<file path="src/design/pfs_pkg.sv">
// Shared types, constants and state encoding for the PLL factor search.
package pfs_pkg;

   // Field widths
   localparam int TGT_W   = 32;          // target in Hz
   localparam int SRC_W   = 20;          // source in kHz
   localparam int K_W     = 3;
   localparam int M_W     = 5;
   localparam int N_W     = 6;
   localparam int DIFF_W  = 32;
   localparam int TKHZ_W  = 23;          // (2^32-1)/1000 fits in 23 bits
   localparam int SUM_W   = SRC_W + 2;   // source * k, k up to 4
   localparam int PROD_W  = SRC_W + 7;   // source * n * k, n up to 32
   localparam int REM_W   = 4;           // remainder of a divide by m (m up to 16)

   // Target scaling: floor(hz / 1000) = (hz * ceil(2^38 / 1000)) >> 38 for any 32-bit hz
   localparam int RECIP_W   = 29;
   localparam int SCALE_W   = TGT_W + RECIP_W;
   localparam int KHZ_SHIFT = 38;
   localparam logic [RECIP_W-1:0] KHZ_RECIP = 29'd274877907;

   // Shared divider geometry: (source * k) / m
   localparam int DIV_W   = SUM_W;
   localparam int DVSR_W  = M_W;
   localparam int CNT_W   = 5;

   // Limits and reset values
   localparam logic [K_W-1:0] K_MAX   = 3'd4;
   localparam logic [M_W-1:0] M_MAX   = 5'd16;
   localparam logic [N_W-1:0] N_MAX   = 6'd32;
   localparam logic [K_W-1:0] K_RESET = 3'd4;
   localparam logic [M_W-1:0] M_RESET = 5'd16;
   localparam logic [N_W-1:0] N_RESET = 6'd16;

   localparam logic [DIFF_W-1:0] NONE_DIFF  = 32'hffff_ffff;
   localparam logic [9:0]        HZ_PER_KHZ = 10'd1000;

   // Register file
   localparam int CSR_W     = 6;
   localparam int CSR_IDX_W = 2;
   localparam logic [CSR_IDX_W-1:0] CSR_K_LIMIT = 2'd0;
   localparam logic [CSR_IDX_W-1:0] CSR_M_LIMIT = 2'd1;
   localparam logic [CSR_IDX_W-1:0] CSR_N_LIMIT = 2'd2;

   typedef struct packed {
      logic [TGT_W-1:0] target_hz;
      logic [SRC_W-1:0] source_khz;
   } pfs_req_type;

   typedef struct packed {
      logic [N_W-1:0]    best_n;
      logic [K_W-1:0]    best_k;
      logic [M_W-1:0]    best_m;
      logic [DIFF_W-1:0] shortfall_khz;
      logic              found;
   } pfs_rsp_type;

   typedef struct packed {
      logic [K_W-1:0] k_limit;
      logic [M_W-1:0] m_limit;
      logic [N_W-1:0] n_limit;
   } pfs_limits_type;

   typedef struct packed {
      logic              start;
      logic [DIV_W-1:0]  dividend;
      logic [DVSR_W-1:0] divisor;
   } pfs_div_req_type;

   typedef struct packed {
      logic              done;
      logic [DIV_W-1:0]  quotient;
      logic [DVSR_W-1:0] remainder;
   } pfs_div_rsp_type;

   typedef enum logic [3:0] {
      ST_IDLE,
      ST_SCALE,
      ST_K_STEP,
      ST_M_STEP,
      ST_MDIV_GO,
      ST_MDIV_WAIT,
      ST_N_STEP,
      ST_DONE
   } pfs_state_type;

endpackage

</file>
<file path="src/design/pfs_divider.sv">
// Shared restoring divider, one quotient bit per cycle.
module pfs_divider import pfs_pkg::*; (
   input  logic            clock,
   input  logic            reset,
   input  pfs_div_req_type div_req,
   output pfs_div_rsp_type div_rsp
);

   logic              active_ff;
   logic              done_ff;
   logic [CNT_W-1:0]  cnt_ff;
   logic [DVSR_W-1:0] rem_ff;
   logic [DVSR_W-1:0] divisor_ff;
   logic [DIV_W-1:0]  quo_ff;

   logic [DVSR_W:0]   trial;
   logic              ge;
   logic [DVSR_W:0]   diff;

   // Trial subtract of the shifted partial remainder
   always_comb begin
      trial = {rem_ff, quo_ff[DIV_W-1]};
      ge    = trial >= {1'b0, divisor_ff};
      diff  = trial - {1'b0, divisor_ff};
   end

   // Control: active flag, step count, done pulse
   always_ff @(posedge clock) begin
      if (reset) begin
         active_ff <= 1'b0;
         done_ff   <= 1'b0;
         cnt_ff    <= '0;
      end else begin
         done_ff <= 1'b0;
         if (div_req.start) begin
            active_ff <= 1'b1;
            cnt_ff    <= '0;
         end else if (active_ff) begin
            cnt_ff <= cnt_ff + 1'b1;
            if (cnt_ff == CNT_W'(DIV_W - 1)) begin
               active_ff <= 1'b0;
               done_ff   <= 1'b1;
            end
         end
      end
   end

   // Datapath: dividend shifts out at the top, quotient bits shift in at the bottom
   always_ff @(posedge clock) begin
      if (div_req.start) begin
         rem_ff     <= '0;
         quo_ff     <= div_req.dividend;
         divisor_ff <= div_req.divisor;
      end else if (active_ff) begin
         rem_ff <= ge ? diff[DVSR_W-1:0] : trial[DVSR_W-1:0];
         quo_ff <= {quo_ff[DIV_W-2:0], ge};
      end
   end

   assign div_rsp.done      = done_ff;
   assign div_rsp.quotient  = quo_ff;
   assign div_rsp.remainder = rem_ff;

endmodule

</file>
<file path="src/design/pfs_search.sv">
// Search sequencer: walks k, m and n and keeps the closest setting at or below target.
module pfs_search import pfs_pkg::*; (
   input  logic            clock,
   input  logic            reset,
   input  logic            start,
   input  pfs_req_type     req_data,
   input  pfs_limits_type  limits,
   input  pfs_div_rsp_type div_rsp,
   output pfs_div_req_type div_req,
   output logic            busy,
   output logic            rsp_valid,
   output pfs_rsp_type     rsp_data
);

   pfs_state_type state_ff, state_in;

   logic [TGT_W-1:0]  tgt_hz_ff;
   logic [SRC_W-1:0]  src_ff;
   logic [K_W-1:0]    kl_ff;
   logic [M_W-1:0]    ml_ff;
   logic [N_W-1:0]    nl_ff;
   logic [TKHZ_W-1:0] target_ff;

   logic [K_W-1:0]    k_ff;
   logic [M_W-1:0]    m_ff;
   logic [N_W-1:0]    n_ff;
   logic [SUM_W-1:0]  s_ff;     // source * k
   logic [SUM_W-1:0]  qs_ff;    // (source * k) / m
   logic [REM_W-1:0]  rs_ff;    // (source * k) % m
   logic [PROD_W-1:0] q_ff;     // running floor(source * n * k / m)
   logic [REM_W-1:0]  r_ff;     // running remainder

   logic [K_W-1:0]    bk_ff;
   logic [M_W-1:0]    bm_ff;
   logic [N_W-1:0]    bn_ff;
   logic [DIFF_W-1:0] bd_ff;

   logic              go;
   logic              limit_zero;
   logic [SCALE_W-1:0] scale_prod;
   logic [REM_W:0]    r_sum;
   logic              wrap;
   logic [REM_W:0]    r_wrapped;
   logic [REM_W-1:0]  r_next;
   logic [PROD_W-1:0] v_next;
   logic              fits;
   logic [TKHZ_W-1:0] diff;
   logic              better;
   logic              exact;
   logic [N_W-1:0]    n_next;
   logic              last_n;

   assign go         = start && (state_ff == ST_IDLE);
   assign limit_zero = (kl_ff == '0) || (ml_ff == '0) || (nl_ff == '0);

   // Target to kHz: reciprocal multiply, exact over the whole 32-bit range
   assign scale_prod = SCALE_W'(tgt_hz_ff) * SCALE_W'(KHZ_RECIP);

   // One n step: add the per-step quotient and remainder, fold the remainder once
   always_comb begin
      r_sum     = {1'b0, r_ff} + {1'b0, rs_ff};
      wrap      = r_sum >= m_ff;
      r_wrapped = r_sum - m_ff;
      r_next    = wrap ? r_wrapped[REM_W-1:0] : r_sum[REM_W-1:0];
      v_next    = q_ff + PROD_W'(qs_ff) + PROD_W'(wrap);
      fits      = v_next <= PROD_W'(target_ff);
      diff      = target_ff - v_next[TKHZ_W-1:0];
      better    = fits && (DIFF_W'(diff) < bd_ff);
      exact     = fits && (diff == '0);
      n_next    = n_ff + 1'b1;
      last_n    = n_next == nl_ff;
   end

   // Next state
   always_comb begin
      state_in = state_ff;
      case (state_ff)
         ST_IDLE:      if (start) state_in = ST_SCALE;
         ST_SCALE:     state_in = limit_zero ? ST_DONE : ST_K_STEP;
         ST_K_STEP:    state_in = ST_M_STEP;
         ST_M_STEP:    state_in = ST_MDIV_GO;
         ST_MDIV_GO:   state_in = ST_MDIV_WAIT;
         ST_MDIV_WAIT: if (div_rsp.done) state_in = ST_N_STEP;
         ST_N_STEP: begin
            if (exact) begin
               state_in = ST_DONE;
            end else if (last_n) begin
               if (m_ff != ml_ff)      state_in = ST_M_STEP;
               else if (k_ff != kl_ff) state_in = ST_K_STEP;
               else                    state_in = ST_DONE;
            end
         end
         ST_DONE:      state_in = ST_IDLE;
         default:      state_in = ST_IDLE;
      endcase
   end

   // Outputs
   always_comb begin
      div_req.start    = 1'b0;
      div_req.dividend = DIV_W'(s_ff);
      div_req.divisor  = DVSR_W'(m_ff);
      case (state_ff)
         ST_MDIV_GO: div_req.start = 1'b1;
         default:    div_req.start = 1'b0;
      endcase
      busy      = state_ff != ST_IDLE;
      rsp_valid = state_ff == ST_DONE;
   end

   always_comb begin
      rsp_data.best_n        = bn_ff;
      rsp_data.best_k        = bk_ff;
      rsp_data.best_m        = bm_ff;
      rsp_data.shortfall_khz = bd_ff;
      rsp_data.found         = bk_ff != '0;
   end

   always_ff @(posedge clock) begin
      if (reset) state_ff <= ST_IDLE;
      else       state_ff <= state_in;
   end

   // Loop counters, running quotient and best-so-far
   always_ff @(posedge clock) begin
      case (state_ff)
         ST_IDLE: begin
            if (go) begin
               tgt_hz_ff <= req_data.target_hz;
               src_ff    <= req_data.source_khz;
               kl_ff     <= (limits.k_limit > K_MAX) ? K_MAX : limits.k_limit;
               ml_ff     <= (limits.m_limit > M_MAX) ? M_MAX : limits.m_limit;
               nl_ff     <= (limits.n_limit > N_MAX) ? N_MAX : limits.n_limit;
               bk_ff     <= '0;
               bm_ff     <= '0;
               bn_ff     <= '0;
               bd_ff     <= NONE_DIFF;
               k_ff      <= '0;
               s_ff      <= '0;
            end
         end
         ST_SCALE: target_ff <= scale_prod[KHZ_SHIFT +: TKHZ_W];
         ST_K_STEP: begin
            k_ff <= k_ff + 1'b1;
            s_ff <= s_ff + SUM_W'(src_ff);
            m_ff <= '0;
         end
         ST_M_STEP: m_ff <= m_ff + 1'b1;
         ST_MDIV_WAIT: begin
            if (div_rsp.done) begin
               qs_ff <= div_rsp.quotient[SUM_W-1:0];
               rs_ff <= div_rsp.remainder[REM_W-1:0];
               q_ff  <= '0;
               r_ff  <= '0;
               n_ff  <= '0;
            end
         end
         ST_N_STEP: begin
            q_ff <= v_next;
            r_ff <= r_next;
            n_ff <= n_next;
            if (better) begin
               bd_ff <= DIFF_W'(diff);
               bk_ff <= k_ff;
               bm_ff <= m_ff;
               bn_ff <= n_next;
            end
         end
         default: ;
      endcase
   end

endmodule

</file>
<file path="src/design/pll_factor_search.sv">
// PLL factor search top level: limit registers, sequencer, shared divider.
//
// Give a target in Hz and a source in kHz on req_data and pulse start while
// busy is low. The block returns the n, k, m setting whose output
// floor(source * n * k / m) kHz comes closest to target/1000 without going
// over, trying k outermost, then m, then n, and stopping at an exact match.
// One result beat appears on rsp_data with rsp_valid high for exactly one
// cycle; the receiver cannot stall it, so it must take the beat then. The
// search time is set by the shared 22-step divider, used once for each
// (k, m) pair, and by the single n step per cycle, and an exact match ends
// it early; the target is turned into kHz by a reciprocal multiply registered
// in the scale state. The user must write limits through the csr_ port only
// while the block is idle; the block itself does not enforce it. A limit of
// zero gives the nothing-found result.
module pll_factor_search import pfs_pkg::*; (
   input  logic                 clock,
   input  logic                 reset,
   input  logic                 start,
   output logic                 busy,
   input  pfs_req_type          req_data,
   output logic                 rsp_valid,
   output pfs_rsp_type          rsp_data,
   input  logic                 csr_we,
   input  logic [CSR_IDX_W-1:0] csr_index,
   input  logic [CSR_W-1:0]     csr_wdata
);

   logic [K_W-1:0] k_limit_ff;
   logic [M_W-1:0] m_limit_ff;
   logic [N_W-1:0] n_limit_ff;

   pfs_limits_type  limits;
   pfs_div_req_type div_req;
   pfs_div_rsp_type div_rsp;

   // Limit registers; unknown indexes are ignored
   always_ff @(posedge clock) begin
      if (reset) begin
         k_limit_ff <= K_RESET;
         m_limit_ff <= M_RESET;
         n_limit_ff <= N_RESET;
      end else if (csr_we) begin
         case (csr_index)
            CSR_K_LIMIT: k_limit_ff <= csr_wdata[K_W-1:0];
            CSR_M_LIMIT: m_limit_ff <= csr_wdata[M_W-1:0];
            CSR_N_LIMIT: n_limit_ff <= csr_wdata[N_W-1:0];
            default: ;
         endcase
      end
   end

   assign limits.k_limit = k_limit_ff;
   assign limits.m_limit = m_limit_ff;
   assign limits.n_limit = n_limit_ff;

   pfs_search u_search (
      .clock     (clock),
      .reset     (reset),
      .start     (start),
      .req_data  (req_data),
      .limits    (limits),
      .div_rsp   (div_rsp),
      .div_req   (div_req),
      .busy      (busy),
      .rsp_valid (rsp_valid),
      .rsp_data  (rsp_data)
   );

   pfs_divider u_divider (
      .clock   (clock),
      .reset   (reset),
      .div_req (div_req),
      .div_rsp (div_rsp)
   );

   // An accepted item keeps the block busy on the next cycle
   a_start_busy: assert property (@(posedge clock) disable iff (reset)
      start && !busy |=> busy)
      else $error("block not busy after accepting an item");

   // One result beat per item, never two in a row
   a_single_beat: assert property (@(posedge clock) disable iff (reset)
      rsp_valid |=> !rsp_valid)
      else $error("result strobe held for more than one cycle");

   // A found result has a shortfall that fits in the TKHZ_W bits of the target in kHz
   a_found_short: assert property (@(posedge clock) disable iff (reset)
      rsp_valid && rsp_data.found |-> rsp_data.shortfall_khz[DIFF_W-1:TKHZ_W] == '0)
      else $error("found result with out-of-range shortfall");

   // Nothing found means all factors zero and the full shortfall
   a_none_result: assert property (@(posedge clock) disable iff (reset)
      rsp_valid && !rsp_data.found |-> rsp_data.best_n == '0 && rsp_data.best_m == '0
         && rsp_data.shortfall_khz == NONE_DIFF)
      else $error("nothing-found result is inconsistent");

   // The divider start request is never asserted back to back
   a_div_idle: assert property (@(posedge clock) disable iff (reset)
      div_req.start |=> !div_req.start)
      else $error("divider started on back-to-back cycles");

endmodule
</file>
<file path="config.mk">
export PLATFORM = sky130hd
export DESIGN_NAME = pll_factor_search
export DESIGN_NICKNAME = d
export VERILOG_FILES = /design/src/design/pfs_pkg.sv /design/src/design/pfs_divider.sv /design/src/design/pfs_search.sv /design/src/design/pll_factor_search.sv
export SDC_FILE = /design/constraint.sdc
export NUM_CORES = 1
export LEC_CHECK = 0
export BUFFER_PORTS_ARGS = -buffer_cell sky130_fd_sc_hd__buf_2
export CORE_MARGIN = 2
export CORE_UTILIZATION = 60
export CTS_CLUSTER_SIZE = 12
export DETAILED_ROUTE_END_ITERATION = 12
export GPL_ROUTABILITY_DRIVEN = 0
export GPL_TIMING_DRIVEN = 0
export PLACE_DENSITY = 0.74
export REMOVE_ABC_BUFFERS = 1
export SYNTH_ARGS = -nofsm -noshare
export SYNTH_HDL_FRONTEND = slang
export SYNTH_HIERARCHICAL = 1
export SYNTH_SLANG_ARGS = --single-unit
</file>
<file path="constraint.sdc">
create_clock -name clock -period 21 [get_ports clock]
set_input_delay 0 -clock clock [delete_from_list [all_inputs] [get_ports clock]]
set_output_delay 0 -clock clock [all_outputs]
set_load 0.05 [all_outputs]
</file>
==> results_dict.tcl <==
set metrics [dict create \
    status "completed" \
    synthesis.area_mm2 0.0290 \
    timing.critical_path.fanout_max 25 \
    detail_route.drc_violations 0 \
    layout.cells.most_common "sky130_fd_sc_hd__inv_1" \
    clkSlewWorstSetupHoldPaths_ns 0.06 \
    crit_path_top_delay_cell "sky130_fd_sc_hd__fa_1" \
    mostFrequentLayoutCells "663 x sky130_fd_sc_hd__inv_1, 512 x sky130_fd_sc_hd__ha_1, 305 x sky130_fd_sc_hd__fa_1" \
    ant_nets 0 \
    post-dp-hpwl_um 51400 \
    slowest_delay_ns 0.53 \
    cts_resized 0 \
    timing.final.setup_violations 0 \
    grt_pass1_vias 20800 \
    clock-root-buffer "sky130_fd_sc_hd__clkbuf_16" \
    fmax_mhz 111 \
    yosysUniqueCellTypes 83 \
    core_mm2 0.0476 \
    hold_violations 0 \
    post-cts-setup-buffers 0 \
    htree_num_levels 2 \
    die_h_um 224 \
    cts_tree "yes" \
    timing.critical_path.required_ns 21.24 \
    fin_setup_tns_ns 0 \
    clock-skew-final_ns 0.0169 \
    grt_setup_unrepaired "false" \
    overflow 0 \
    synth_top_family_by_area "adder cells" \
    number_of_clock_sinks 276 \
    sequential_area_share_after_synthesis 0.276 \
    synth-compound-area-share 0.0786 \
    synth_flop_cell "sky130_fd_sc_hd__edfxtp_1" \
    fin_crit_sh 0.430 \
    grt_pass1_wl_um 106000 \
    layout.nets 3774 \
    die_area_mm2 0.0500 \
    fillers 3538 \
    drt_iter0_drc 1347 \
    period_needed_ns 9.03 \
    route.vias.total 19800 \
    worst_skew_pair.late_latency_ns 0.55 \
    synthMuxAreaShare 0.0134 \
    cts_inserted_buffers 34 \
    synth.avg_cell_area_um2 10.7 \
    die_w_um 224 \
    grtUsageTotal 0.271 \
    antenna_cells 0 \
    synth.yosys.warnings 6 \
    wl_um 65500 \
    placement_rows 80 \
    io_pins 113 \
    final_layout_size_suffix_gt1_frac 0.0730 \
    nature_of_the_critical_path_endpoint "register" \
    worst_slew_margin_relative_to_its_limit 0.151 \
    synthXorXnorAreaFrac 0.0318 \
    cts-hold-fix-buffers 66 \
    synth_simple_gate_area_frac 0.0759 \
    cap_viol_max_count 0 \
    port-buffer-count 112 \
    area_growth_syn_to_layout_pct 10.3 \
    ys_async_sr_fraction 0 \
    via_per_inst 5.61 \
    post_synthesis_adder_cell_area_fraction 0.432 \
    slew_at_the_pin_closest_to_its_max_slew_limit_ns 1.27 \
    synth_enable_flop_cells 247 \
    report.final.slew_viol_count 0 \
    antenna_found_initial 1 \
    drt_first_pass_iters 7 \
    start_util 0.608 \
    critical_path_arrival_ns 9.27 \
    synth.ff_latch_count 276 \
    cp_common_cell "sky130_fd_sc_hd__o21ai_0" \
    detail_route.wl_per_cell_um 18.6 \
    worstSetupStartpointType "register" \
    cts-root-to-sink-buffers 3 \
    criticalPathCategory "register to register" \
    netlist_instances 2712 \
    min_delay_path_class "primary input to register" \
    place_area_mm2 0.0302 \
    grt_max_degree 67 \
    finalInstanceArea_mm2 0.0319 \
]
## cells in the mapped netlist, types with 18 or more instances
cell type	count	area, µm²
sky130_fd_sc_hd__mux2_2	21	236
sky130_fd_sc_hd__nor2_1	135	507
sky130_fd_sc_hd__and2_1	18	113
sky130_fd_sc_hd__nand2b_1	49	307
sky130_fd_sc_hd__ha_1	512	6410
sky130_fd_sc_hd__o21a_1	24	180
sky130_fd_sc_hd__xnor2_1	55	482
sky130_fd_sc_hd__o21ai_0	56	280
sky130_fd_sc_hd__nand2_1	68	255
sky130_fd_sc_hd__xor2_1	50	438
sky130_fd_sc_hd__a21oi_1	102	510
sky130_fd_sc_hd__inv_1	665	2500
sky130_fd_sc_hd__edfxtp_1	247	7420
sky130_fd_sc_hd__clkbuf_1	24	90.1
sky130_fd_sc_hd__a21o_1	41	308
sky130_fd_sc_hd__nand4_1	20	125
sky130_fd_sc_hd__nand3_1	30	150
sky130_fd_sc_hd__fa_1	305	6110
sky130_fd_sc_hd__nor3_1	33	165
sky130_fd_sc_hd__dfxtp_1	29	581
sky130_fd_sc_hd__nor2b_1	28	175
## cells by family (layout without fill, tap and decap cells)
logic type                 Yosys count  in the layout
adders and majority gates          817            817
buffers and inverters              702            906
and+or+nand+nor                    436            436
AOI/OAI and AO/OA                  340            340
DFF                                276            276
xor gates and xnor gates           105            105
muxes                               36             36
## metrics by stage
| step | setup slack (ns) | utilization | std cells | hold WS, ns |
|---|---|---|---|---|
| detailed placement | 12.13 | 0.634 | 3406 | 0.178 |
| finish | 11.97 | 0.671 | 3531 | 0.155 |
| CTS | 12.05 | 0.671 | 3531 | 0.135 |
| floorplan | 11.20 | - | 2675 | 0.0691 |
| global placement | 9.09 | 0.632 | 3402 | 0.176 |
| global route | 11.38 | 0.671 | 3531 | 0.147 |
## worst max-delay path, delay by kind of cell, from the launching register on
| family | cells | cell delay (ns) |
|---|---|---|
| AOI/OAI and AO/OA | 18 | 3.67 |
| adders and majority gates | 7 | 2.67 |
| and+or+nand+nor | 9 | 1.13 |
| buffers and inverters | 4 | 0.63 |
| DFF | 1 | 0.37 |
| xor gates and xnor gates | 1 | 0.23 |
## registers in the layout, indices dropped and copies added, names as in the netlist, 20 cells and up
signal / count
u_divider/quo_ff: 22
u_search/bd_ff: 24
u_search/q_ff: 27
u_search/qs_ff: 22
u_search/s_ff: 22
u_search/src_ff: 20
u_search/target_ff: 23
u_search/tgt_hz_ff: 32
## final cells by class
class	instances	area (µm²)	share of cell area
clock buffers	42	891	0.0279
clock inverters	17	195	0.00611
inverters	665	2500	0.0782
multi-input cells	1734	18300	0.573
flip-flops and latches	276	8000	0.250
well taps	615	769	0.0241
repair buffers	182	1290	0.0403
## routing by layer
metal | part of all wire | vias up | routed length [µm] | global-route usage
met5 | 0.00017 | - | 11 | 0
met3 | 0.077 | 119 | 5030 | 0.0525
li1 | - | 9303 | - | -
met1 | 0.43 | 9764 | 28300 | 0.369
met2 | 0.47 | 623 | 30500 | 0.450
met4 | 0.026 | 2 | 1700 | 0.0652
## path summary, 6_finish.rpt
path                         from            endpoint  slack (ns)  cells after the start
min                   req_data[8]  u_search/src_ff[8]        0.16                      2
max             u_search/rs_ff[0]   u_search/bn_ff[5]       11.97                     39
min reg2reg  u_divider/quo_ff[10]  u_search/qs_ff[10]        0.45                      0
max reg2reg     u_search/rs_ff[0]   u_search/bn_ff[5]       11.97                     39
Power is left out: the tool's default activity adds up to more than one toggle a clock period on the data nets, which glitch-free logic cannot reach.
